==> src/hdl/lfucs_pkg.sv <==
// Shared constants, codes and types for the LFU key/value store.
package lfucs_pkg;

    localparam int ENTRIES_DEF    = 16;
    localparam int COUNT_BITS_DEF = 16;
    localparam int CAP_W          = 5;
    localparam int KEY_W          = 32;

    localparam logic [CAP_W-1:0] CAP_RESET = 5'd16;

    localparam logic MODE_GET = 1'b0;
    localparam logic MODE_SET = 1'b1;

    localparam logic signed [KEY_W-1:0] MISS_VALUE = 32'hFFFF_FFFF;

    typedef enum logic [1:0] {
        S_IDLE,
        S_SRCH,
        S_UPD,
        S_DONE
    } t_state;

    typedef enum logic {
        OP_TOUCH,
        OP_INSERT
    } t_op;

    typedef struct packed {
        logic                    mode;
        logic signed [KEY_W-1:0] key;
        logic signed [KEY_W-1:0] value;
    } t_req;

    typedef struct packed {
        logic                    hit;
        logic signed [KEY_W-1:0] read_value;
    } t_res;

endpackage

==> src/hdl/lfucs_engine.sv <==
// Entry storage and sequencer: search pass, optional read-modify-write pass.
module lfucs_engine #(
    parameter int ENTRIES    = lfucs_pkg::ENTRIES_DEF,
    parameter int COUNT_BITS = lfucs_pkg::COUNT_BITS_DEF
) (
    input  logic                          i_clk,
    input  logic                          i_rst_n,
    input  logic                          i_start,
    input  lfucs_pkg::t_req               i_req,
    input  logic [lfucs_pkg::CAP_W-1:0]   i_cap,
    output logic                          o_busy,
    output logic                          o_res_valid,
    output lfucs_pkg::t_res               o_res,
    input  logic                          i_res_take
);
    import lfucs_pkg::*;

    localparam int IW = (ENTRIES > 1) ? $clog2(ENTRIES) : 1;
    localparam int CW = $clog2(ENTRIES + 1);
    localparam int LW = (CW > CAP_W) ? CW : CAP_W;
    localparam logic [IW-1:0] LAST_IDX  = IW'(ENTRIES - 1);
    localparam logic [CW-1:0] FULL_USED = CW'(ENTRIES);

    typedef struct packed {
        logic                  hit;
        logic [IW-1:0]         hit_idx;
        logic [IW-1:0]         hit_rank;
        logic [KEY_W-1:0]      hit_data;
        logic                  vic_found;
        logic [IW-1:0]         vic_idx;
        logic [COUNT_BITS-1:0] vic_cnt;
        logic [IW-1:0]         vic_rank;
        logic                  free_found;
        logic [IW-1:0]         free_idx;
        logic [CW-1:0]         used;
    } t_scan;

    // entry storage
    logic [KEY_W-1:0]      r_key_mem  [ENTRIES];
    logic [KEY_W-1:0]      r_data_mem [ENTRIES];
    logic [COUNT_BITS-1:0] r_cnt_mem  [ENTRIES];
    logic [IW-1:0]         r_rank_mem [ENTRIES];
    logic [ENTRIES-1:0]    r_vld;

    // registered read port
    logic [KEY_W-1:0]      r_q_key;
    logic [KEY_W-1:0]      r_q_data;
    logic [COUNT_BITS-1:0] r_q_cnt;
    logic [IW-1:0]         r_q_rank;

    t_state        r_state, n_state;
    logic          r_issue, n_issue;
    logic [IW-1:0] r_idx, n_idx;
    logic          r_chk, n_chk;
    logic [IW-1:0] r_chk_idx, n_chk_idx;
    logic          r_chk_last, n_chk_last;
    t_req          r_req, n_req;
    t_scan         r_scan, n_scan;
    t_op           r_op, n_op;
    logic [IW-1:0] r_tgt_idx, n_tgt_idx;
    logic [IW-1:0] r_tgt_rank, n_tgt_rank;
    logic          r_evict, n_evict;

    logic                  w_we_key, w_we_data, w_we_cnt, w_we_rank, w_set_vld;
    logic [KEY_W-1:0]      w_key, w_data;
    logic [COUNT_BITS-1:0] w_cnt;
    logic [IW-1:0]         w_rank;

    logic                  e_vld, e_match, e_better, full;
    logic [COUNT_BITS-1:0] e_cnt_inc;

    assign e_vld     = r_vld[r_chk_idx];
    assign e_match   = e_vld && (r_q_key == r_req.key);
    // the shared compare: lowest count, then oldest among equal counts
    assign e_better  = e_vld && (!r_scan.vic_found || (r_q_cnt < r_scan.vic_cnt) ||
                       ((r_q_cnt == r_scan.vic_cnt) && (r_q_rank > r_scan.vic_rank)));
    assign e_cnt_inc = (r_q_cnt == '1) ? r_q_cnt : r_q_cnt + COUNT_BITS'(1);
    assign full      = (LW'(n_scan.used) >= LW'(i_cap)) || (n_scan.used == FULL_USED);

    always_comb begin
        n_state    = r_state;
        n_issue    = 1'b0;
        n_idx      = r_idx;
        n_chk      = 1'b0;
        n_chk_idx  = r_chk_idx;
        n_chk_last = r_chk_last;
        n_req      = r_req;
        n_scan     = r_scan;
        n_op       = r_op;
        n_tgt_idx  = r_tgt_idx;
        n_tgt_rank = r_tgt_rank;
        n_evict    = r_evict;
        w_we_key   = 1'b0;
        w_we_data  = 1'b0;
        w_we_cnt   = 1'b0;
        w_we_rank  = 1'b0;
        w_set_vld  = 1'b0;
        w_key      = r_req.key;
        w_data     = r_req.value;
        w_cnt      = e_cnt_inc;
        w_rank     = '0;

        // address walk shared by both passes
        if ((r_state == S_SRCH || r_state == S_UPD) && r_issue) begin
            n_chk      = 1'b1;
            n_chk_idx  = r_idx;
            n_chk_last = (r_idx == LAST_IDX);
            if (r_idx != LAST_IDX) begin
                n_issue = 1'b1;
                n_idx   = r_idx + IW'(1);
            end
        end

        case (r_state)
            S_IDLE: begin
                if (i_start) begin
                    n_state = S_SRCH;
                    n_req   = i_req;
                    n_issue = 1'b1;
                    n_idx   = '0;
                    n_scan  = '0;
                end
            end
            S_SRCH: begin
                if (r_chk) begin
                    if (e_vld) begin
                        n_scan.used = r_scan.used + CW'(1);
                    end
                    if (e_match && !r_scan.hit) begin
                        n_scan.hit      = 1'b1;
                        n_scan.hit_idx  = r_chk_idx;
                        n_scan.hit_rank = r_q_rank;
                        n_scan.hit_data = r_q_data;
                    end
                    if (e_better) begin
                        n_scan.vic_found = 1'b1;
                        n_scan.vic_idx   = r_chk_idx;
                        n_scan.vic_cnt   = r_q_cnt;
                        n_scan.vic_rank  = r_q_rank;
                    end
                    if (!e_vld && !r_scan.free_found) begin
                        n_scan.free_found = 1'b1;
                        n_scan.free_idx   = r_chk_idx;
                    end
                    if (r_chk_last) begin
                        n_idx      = '0;
                        n_op       = OP_TOUCH;
                        n_tgt_idx  = n_scan.hit_idx;
                        n_tgt_rank = n_scan.hit_rank;
                        n_evict    = 1'b0;
                        if (r_req.mode == MODE_GET) begin
                            if (n_scan.hit) begin
                                n_state = S_UPD;
                                n_issue = 1'b1;
                            end else begin
                                n_state = S_DONE;
                            end
                        end else if (i_cap == '0) begin
                            n_state = S_IDLE;
                        end else if (n_scan.hit) begin
                            n_state = S_UPD;
                            n_issue = 1'b1;
                        end else if (full) begin
                            n_state    = S_UPD;
                            n_issue    = 1'b1;
                            n_op       = OP_INSERT;
                            n_evict    = 1'b1;
                            n_tgt_idx  = n_scan.vic_idx;
                            n_tgt_rank = n_scan.vic_rank;
                        end else begin
                            n_state   = S_UPD;
                            n_issue   = 1'b1;
                            n_op      = OP_INSERT;
                            n_tgt_idx = n_scan.free_idx;
                        end
                    end
                end
            end
            S_UPD: begin
                if (r_chk) begin
                    if (r_op == OP_TOUCH) begin
                        if (r_chk_idx == r_tgt_idx) begin
                            w_we_rank = 1'b1;
                            w_we_cnt  = 1'b1;
                            w_we_data = (r_req.mode == MODE_SET);
                        end else if (e_vld && (r_q_rank < r_tgt_rank)) begin
                            w_we_rank = 1'b1;
                            w_rank    = r_q_rank + IW'(1);
                        end
                    end else begin
                        if (r_chk_idx == r_tgt_idx) begin
                            w_set_vld = 1'b1;
                            w_we_key  = 1'b1;
                            w_we_data = 1'b1;
                            w_we_cnt  = 1'b1;
                            w_cnt     = COUNT_BITS'(1);
                            w_we_rank = 1'b1;
                        end else if (e_vld) begin
                            // close the gap left by the victim, then age by one
                            w_we_rank = 1'b1;
                            w_rank    = r_q_rank + IW'(1) -
                                ((r_evict && (r_q_rank > r_tgt_rank)) ? IW'(1) : IW'(0));
                        end
                    end
                    if (r_chk_last) begin
                        n_state = (r_req.mode == MODE_GET) ? S_DONE : S_IDLE;
                    end
                end
            end
            S_DONE: begin
                if (i_res_take) begin
                    n_state = S_IDLE;
                end
            end
            default: begin
                n_state = S_IDLE;
            end
        endcase
    end

    always_ff @(posedge i_clk) begin
        if (!i_rst_n) begin
            r_state    <= S_IDLE;
            r_issue    <= 1'b0;
            r_chk      <= 1'b0;
            r_chk_last <= 1'b0;
            r_scan     <= '0;
            r_vld      <= '0;
        end else begin
            r_state    <= n_state;
            r_issue    <= n_issue;
            r_chk      <= n_chk;
            r_chk_last <= n_chk_last;
            r_scan     <= n_scan;
            if (w_set_vld) begin
                r_vld[r_chk_idx] <= 1'b1;
            end
        end
    end

    always_ff @(posedge i_clk) begin
        r_idx      <= n_idx;
        r_chk_idx  <= n_chk_idx;
        r_req      <= n_req;
        r_op       <= n_op;
        r_tgt_idx  <= n_tgt_idx;
        r_tgt_rank <= n_tgt_rank;
        r_evict    <= n_evict;
    end

    always_ff @(posedge i_clk) begin
        r_q_key  <= r_key_mem[r_idx];
        r_q_data <= r_data_mem[r_idx];
        r_q_cnt  <= r_cnt_mem[r_idx];
        r_q_rank <= r_rank_mem[r_idx];
    end

    always_ff @(posedge i_clk) begin
        if (w_we_key) begin
            r_key_mem[r_chk_idx] <= w_key;
        end
        if (w_we_data) begin
            r_data_mem[r_chk_idx] <= w_data;
        end
        if (w_we_cnt) begin
            r_cnt_mem[r_chk_idx] <= w_cnt;
        end
        if (w_we_rank) begin
            r_rank_mem[r_chk_idx] <= w_rank;
        end
    end

    assign o_busy           = (r_state != S_IDLE);
    assign o_res_valid      = (r_state == S_DONE);
    assign o_res.hit        = r_scan.hit;
    assign o_res.read_value = r_scan.hit ? $signed(r_scan.hit_data) : MISS_VALUE;

    a_start_srch: assert property (@(posedge i_clk) disable iff (!i_rst_n)
        (i_start && r_state == S_IDLE) |=> (r_state == S_SRCH))
        else $error("start did not enter search pass");

    a_occupancy: assert property (@(posedge i_clk) disable iff (!i_rst_n)
        $countones(r_vld) >= $countones($past(r_vld)))
        else $error("occupancy dropped");

    a_touch_hit: assert property (@(posedge i_clk) disable iff (!i_rst_n)
        (r_state == S_UPD && r_op == OP_TOUCH) |-> r_scan.hit)
        else $error("touch pass without a hit");

    a_res_get: assert property (@(posedge i_clk) disable iff (!i_rst_n)
        o_res_valid |-> (r_req.mode == MODE_GET))
        else $error("result word for a set");

endmodule

==> src/hdl/lfu_cache_store_core.sv <==
// LFU key/value store top level: channels, capacity register, output register.
//
// Input channel: i_valid / o_stall with i_mode, i_key, i_value. A get (mode 0)
// returns one word on the output channel (o_valid / i_stall, o_hit, o_read_value);
// a set (mode 1) returns nothing. A miss returns o_hit low and all-ones data.
// The user writes the capacity register through i_cfg_we / i_cfg_wdata only while
// idle; the block itself does not enforce this. Each word is handled by passes over the
// entry memories, one entry per cycle: a search pass (match, occupancy,
// least-frequently-used victim via one shared compare) and, unless a get misses
// or a set meets capacity zero, a read-modify-write pass that updates counts and ranks.
// o_stall is high from the time a word is taken until the engine is idle again; a get
// result is passed to the output register once its passes end. The pace is set by
// the entry memories, which have one registered read port and one write port.
// The result lands in an output register, so a new word is taken while the
// previous result waits; if that register is still held by i_stall when the
// next result is ready, the engine waits and o_stall stays high.
// Reset marks all entries empty and loads capacity 16.
module lfu_cache_store_core #(
    parameter int ENTRIES    = lfucs_pkg::ENTRIES_DEF,
    parameter int COUNT_BITS = lfucs_pkg::COUNT_BITS_DEF
) (
    input  logic                                i_clk,
    input  logic                                i_rst_n,
    input  logic                                i_cfg_we,
    input  logic [lfucs_pkg::CAP_W-1:0]         i_cfg_wdata,
    input  logic                                i_valid,
    output logic                                o_stall,
    input  logic                                i_mode,
    input  logic signed [lfucs_pkg::KEY_W-1:0]  i_key,
    input  logic signed [lfucs_pkg::KEY_W-1:0]  i_value,
    output logic                                o_valid,
    input  logic                                i_stall,
    output logic                                o_hit,
    output logic signed [lfucs_pkg::KEY_W-1:0]  o_read_value
);
    import lfucs_pkg::*;

    logic [CAP_W-1:0]        r_cap;
    logic                    r_ovalid;
    logic                    r_ohit;
    logic signed [KEY_W-1:0] r_oval;

    logic   eng_busy, eng_res_valid, take, start;
    t_req   req;
    t_res   res;

    assign start     = i_valid && !eng_busy;
    assign req.mode  = i_mode;
    assign req.key   = i_key;
    assign req.value = i_value;
    assign take      = eng_res_valid && (!r_ovalid || !i_stall);

    lfucs_engine #(
        .ENTRIES    (ENTRIES),
        .COUNT_BITS (COUNT_BITS)
    ) u_engine (
        .i_clk       (i_clk),
        .i_rst_n     (i_rst_n),
        .i_start     (start),
        .i_req       (req),
        .i_cap       (r_cap),
        .o_busy      (eng_busy),
        .o_res_valid (eng_res_valid),
        .o_res       (res),
        .i_res_take  (take)
    );

    always_ff @(posedge i_clk) begin
        if (!i_rst_n) begin
            r_cap    <= CAP_RESET;
            r_ovalid <= 1'b0;
        end else begin
            if (i_cfg_we) begin
                r_cap <= i_cfg_wdata;
            end
            if (take) begin
                r_ovalid <= 1'b1;
            end else if (!i_stall) begin
                r_ovalid <= 1'b0;
            end
        end
    end

    always_ff @(posedge i_clk) begin
        if (take) begin
            r_ohit <= res.hit;
            r_oval <= res.read_value;
        end
    end

    assign o_stall      = eng_busy;
    assign o_valid      = r_ovalid;
    assign o_hit        = r_ohit;
    assign o_read_value = r_oval;

endmodule

==> config.mk <==
export PLATFORM = sky130hd
export DESIGN_NAME = lfu_cache_store_core
export DESIGN_NICKNAME = d
export VERILOG_FILES = /design/src/hdl/lfucs_pkg.sv /design/src/hdl/lfucs_engine.sv /design/src/hdl/lfu_cache_store_core.sv
export SDC_FILE = /design/constraint.sdc
export NUM_CORES = 2
export LEC_CHECK = 0
export BUFFER_PORTS_ARGS = -buffer_cell sky130_fd_sc_hd__buf_2
export CORE_ASPECT_RATIO = 0.8
export CORE_MARGIN = 1
export CORE_UTILIZATION = 35
export DETAILED_ROUTE_END_ITERATION = 7
export HOLD_SLACK_MARGIN = 0.02
export PLACE_DENSITY = 0.54
export SYNTH_ARGS = -nofsm -noshare
export SYNTH_HDL_FRONTEND = slang
export SYNTH_HIERARCHICAL = 1
export SYNTH_SLANG_ARGS = --single-unit
==> constraint.sdc <==
create_clock -name i_clk -period 7.8 [get_ports i_clk]
set_clock_uncertainty 0.05 [all_clocks]
set_input_delay 0.39 -clock i_clk [delete_from_list [all_inputs] [get_ports i_clk]]
set_output_delay 0.39 -clock i_clk [all_outputs]
set_load 0.01 [all_outputs]
==> flow_summary.toml <==
[run_status]
status = "complete, no violations"

[detailed_routing]
first_pass_iters = 5
finalWirelength_um = 151000
route.vias.total = 29680
route.detailed.drc = 0
wl_per_cell_um = 26.3
drtAntennaViolNets = 0
via_per_inst = 5.16
initialDrtViolationCount = 2935

[synth]
syn_area_mm2 = 0.0624
muxShareOfSynthArea_pct = 15.5
synth_edf_count = 1456
synth_simple_gate_area_share_pct = 3.21
synth_compound_area_share_pct = 2.21
syn_nets = 3065
synth_xor_area_share_pct = 0.730
yosysWarnings = 6
synth_cells = 2951
async_flop_share_pct = 0
seq_area_frac_synth_pct = 76.2
synth.distinct_cells = 64
syn_avg_cell_area_um2 = 21.1
synthAdderAreaFrac_pct = 0.782
ys_ff_latch = 1647
synthFlopType = "edfxtp_1"
synth_top_family_by_area = "multiplexers"

[worst_setup_path]
cp.arrival_ns = 5.14
endpoint_kind = "flip-flop"
r2r-end = "u_engine/r_key_mem[7][12]$_DFFE_PP_"
critPathMaxFanout = 19
r2r_cells = 8
startpoint_type = "flip-flop"
timing.rr.start = "u_engine/r_chk_idx[1]$_DFFE_PP_"
critical_path_class = "reg2reg"
cp.required_ns = 8.22
reg2reg_slack_ns = 3.08

[global_route]
antenna_found_initial = 9
grt_pass1_vias = 30274
grt_util_all_layers_pct = 16.8
overflow = 0
grt_pass1_wl_um = 218000
grt_start_max_net_pins = 134

[clock_network]
clk_pin_slew_ns = 0.06
numCtsBuffers = 173
h-tree-depth = 4
ctsResizeCount = 0
cts_tree = "yes"
clkSinkCount = 1647
clk_latency_ns = 0.81
postCtsSetupBuffers = 0
clockRootBuffer = "clkbuf_16"
cts_buffer_depth = 3

[floorplan]
die_x_um = 474
core_area_mm2 = 0.177
fp.dieArea_mm2 = 0.180
start_util_pct = 35.2
die_h_um = 380
io-pin-count = 110
row_count = 138

[cells_and_area]
final_cell_mix = "edfxtp_1, mux4_2, dfxtp_1"
fillers = 15504
drive_above_1_share_pct = 27.6
area_delta_synth_final_pct = 16.6
final_common_cell = "edfxtp_1"
fin_cells = 5753
nNetsFinal = 3334

[sta]
rsz0062_at_grt = "no"
post-route-period-util_pct = 60.5
hold_viol = 0
setup_viol = 0
slew_viol_final = 0
tightest_slew_ns = 1.35
fin_tns_setup_ns = 0
slew_headroom_pct = 10.3
clock.fmax_ghz = 0.212
finalCriticalPeriod_ns = 4.72

[hold_path]
hold_path_class = "in2reg"
holdPathStages = 2
min_to = "u_engine/w_key[21]$_DFFE_PP_"
hp-start = "i_key[21]"

[power_and_ir_drop]
swShare_pct = 24.0
pwr-share-seq_pct = 51.9
vdd_ir_drop_max_mv = 0.222
p_leak_nw = 22.2
p_switching_mw = 5.00
finalPower_mw = 20.8
power_density_mw_per_mm2 = 286
cellInternalPower_mw = 15.8
power_frac_clock_pct = 39.5
combinationalPowerShare_pct = 8.6

[placement]
io_buffers = 109
hpwl_um = 81000
dp.cells = 5348
gp_congestion = 0.791

[flow_run]
cap_violations = 0
==> synth_stat cells, drive strengths merged (22+ instances only) <==
master  instances  area share [%]
a21oi          23            0.18
a22oi          38            0.46
mux2i          23            0.37
inv            50            0.30
nor2          103            0.62
mux4          420              15
edfxtp       1456              70
nand3          52            0.43
clkbuf        100            0.60
nand2b         36            0.36
xnor2          43            0.60
buf            51            0.40
dfxtp         191             6.1
nand2          64            0.39
nor2b          60            0.60
ha             39            0.78
a21boi         33            0.40
nand4          22            0.22
==> flip-flops by register name, summed over array words and instances (netlist names), 4 cells and up <==
| signal | flops |
|---|---|
| r_cap | 5 |
| u_engine/r_rank_mem | 64 |
| u_engine/w_data | 32 |
| u_engine/r_vld | 16 |
| u_engine/r_q_cnt | 16 |
| u_engine/r_data_mem | 512 |
| u_engine/r_key_mem | 512 |
| u_engine/r_tgt_rank | 4 |
| u_engine/r_q_key | 32 |
| u_engine/r_chk_idx | 4 |
| u_engine/w_key | 32 |
| u_engine/r_cnt_mem | 256 |
| o_read_value | 32 |
| u_engine/r_q_rank | 4 |
| u_engine/r_q_data | 32 |
| u_engine/r_scan | 75 |
| u_engine/r_idx | 4 |
| u_engine/r_tgt_idx | 4 |
==> area by class of cell <==
type                    count  area, um^2  share of cell area, %
inverters                  50         188                  0.258
clock buffers             233        4710                   6.48
clock inverters            92        1060                   1.46
well taps                2380        2980                   4.09
flip-flops and latches   1647       47600                   65.4
repair buffers            245        1810                   2.49
diodes                      3        7.51                 0.0103
multi-input cells        1103       14400                   19.8
==> power groups by stage <==
stage               clock network (mW)  registers, mW  logic, mW
detailed placement                   0           11.0       1.78
global placement                     0           11.0       1.77
floorplan                            0           10.7       1.28
CTS                               8.40           10.8       1.82
global route                      8.74           10.9       1.93
finish                            8.22           10.8       1.78
==> kinds of logic after synthesis <==
kind of cell    Yosys count
simple gates            386
flops                  1647
mux                     443
compound gates          183
buf+inv                 201
fa+ha+maj                39
xor+xnor                 52
==> metrics by stage <==
stage	setup WS [ns]	util [%]	instance area [um^2]	hold WS (ns)
floorplan	2.28	-	62400	0.356
global placement	3.20	37.4	66200	0.384
detailed placement	3.13	37.4	66200	0.387
CTS	3.11	41.1	72700	0.173
global route	2.84	41.1	72800	0.216
finish	3.08	41.1	72800	0.254
==> routing by layer <==
metal | up-vias | global-route usage (%) | wire length (um)
met5 | - | 0 | 27
met4 | 4 | 5.27 | 3950
met3 | 194 | 3.24 | 8540
met2 | 862 | 25.4 | 69800
met1 | 15978 | 24.5 | 69000
li1 | 12642 | - | -
==> critical path, cell delays in order, from the launching register on <==
cell      delay [ns]
edfxtp_1        0.77
xnor2_1         0.19
nand4_1         0.21
inv_1           0.17
nand3_2         0.72
inv_2           0.32
nand2_2         0.57
nor2_4          0.92
buf_4           0.45
==> repair_timing <==
action | in CTS | in global routing
hold endpoints to repair | 81 | 0
setup endpoints to repair | 0 | 0
hold buffers | 77 | 0
==> worst max-delay path by stage <==
stage                                          start                                   end  slack (ns)
floorplan           u_engine/r_state[1]$_SDFFE_PN0P_      u_engine/r_tgt_rank[0]$_DFFE_PP_        2.28
global placement     u_engine/r_chk_idx[2]$_DFFE_PP_  u_engine/r_key_mem[13][21]$_DFFE_PP_        3.20
detailed placement   u_engine/r_chk_idx[2]$_DFFE_PP_  u_engine/r_key_mem[10][28]$_DFFE_PP_        3.13
CTS                  u_engine/r_chk_idx[1]$_DFFE_PP_   u_engine/r_key_mem[10][7]$_DFFE_PP_        3.11
global route         u_engine/r_chk_idx[1]$_DFFE_PP_    u_engine/r_key_mem[7][9]$_DFFE_PP_        2.84
finish               u_engine/r_chk_idx[1]$_DFFE_PP_   u_engine/r_key_mem[7][12]$_DFFE_PP_        3.08
(Power assumes the default switching activity.)
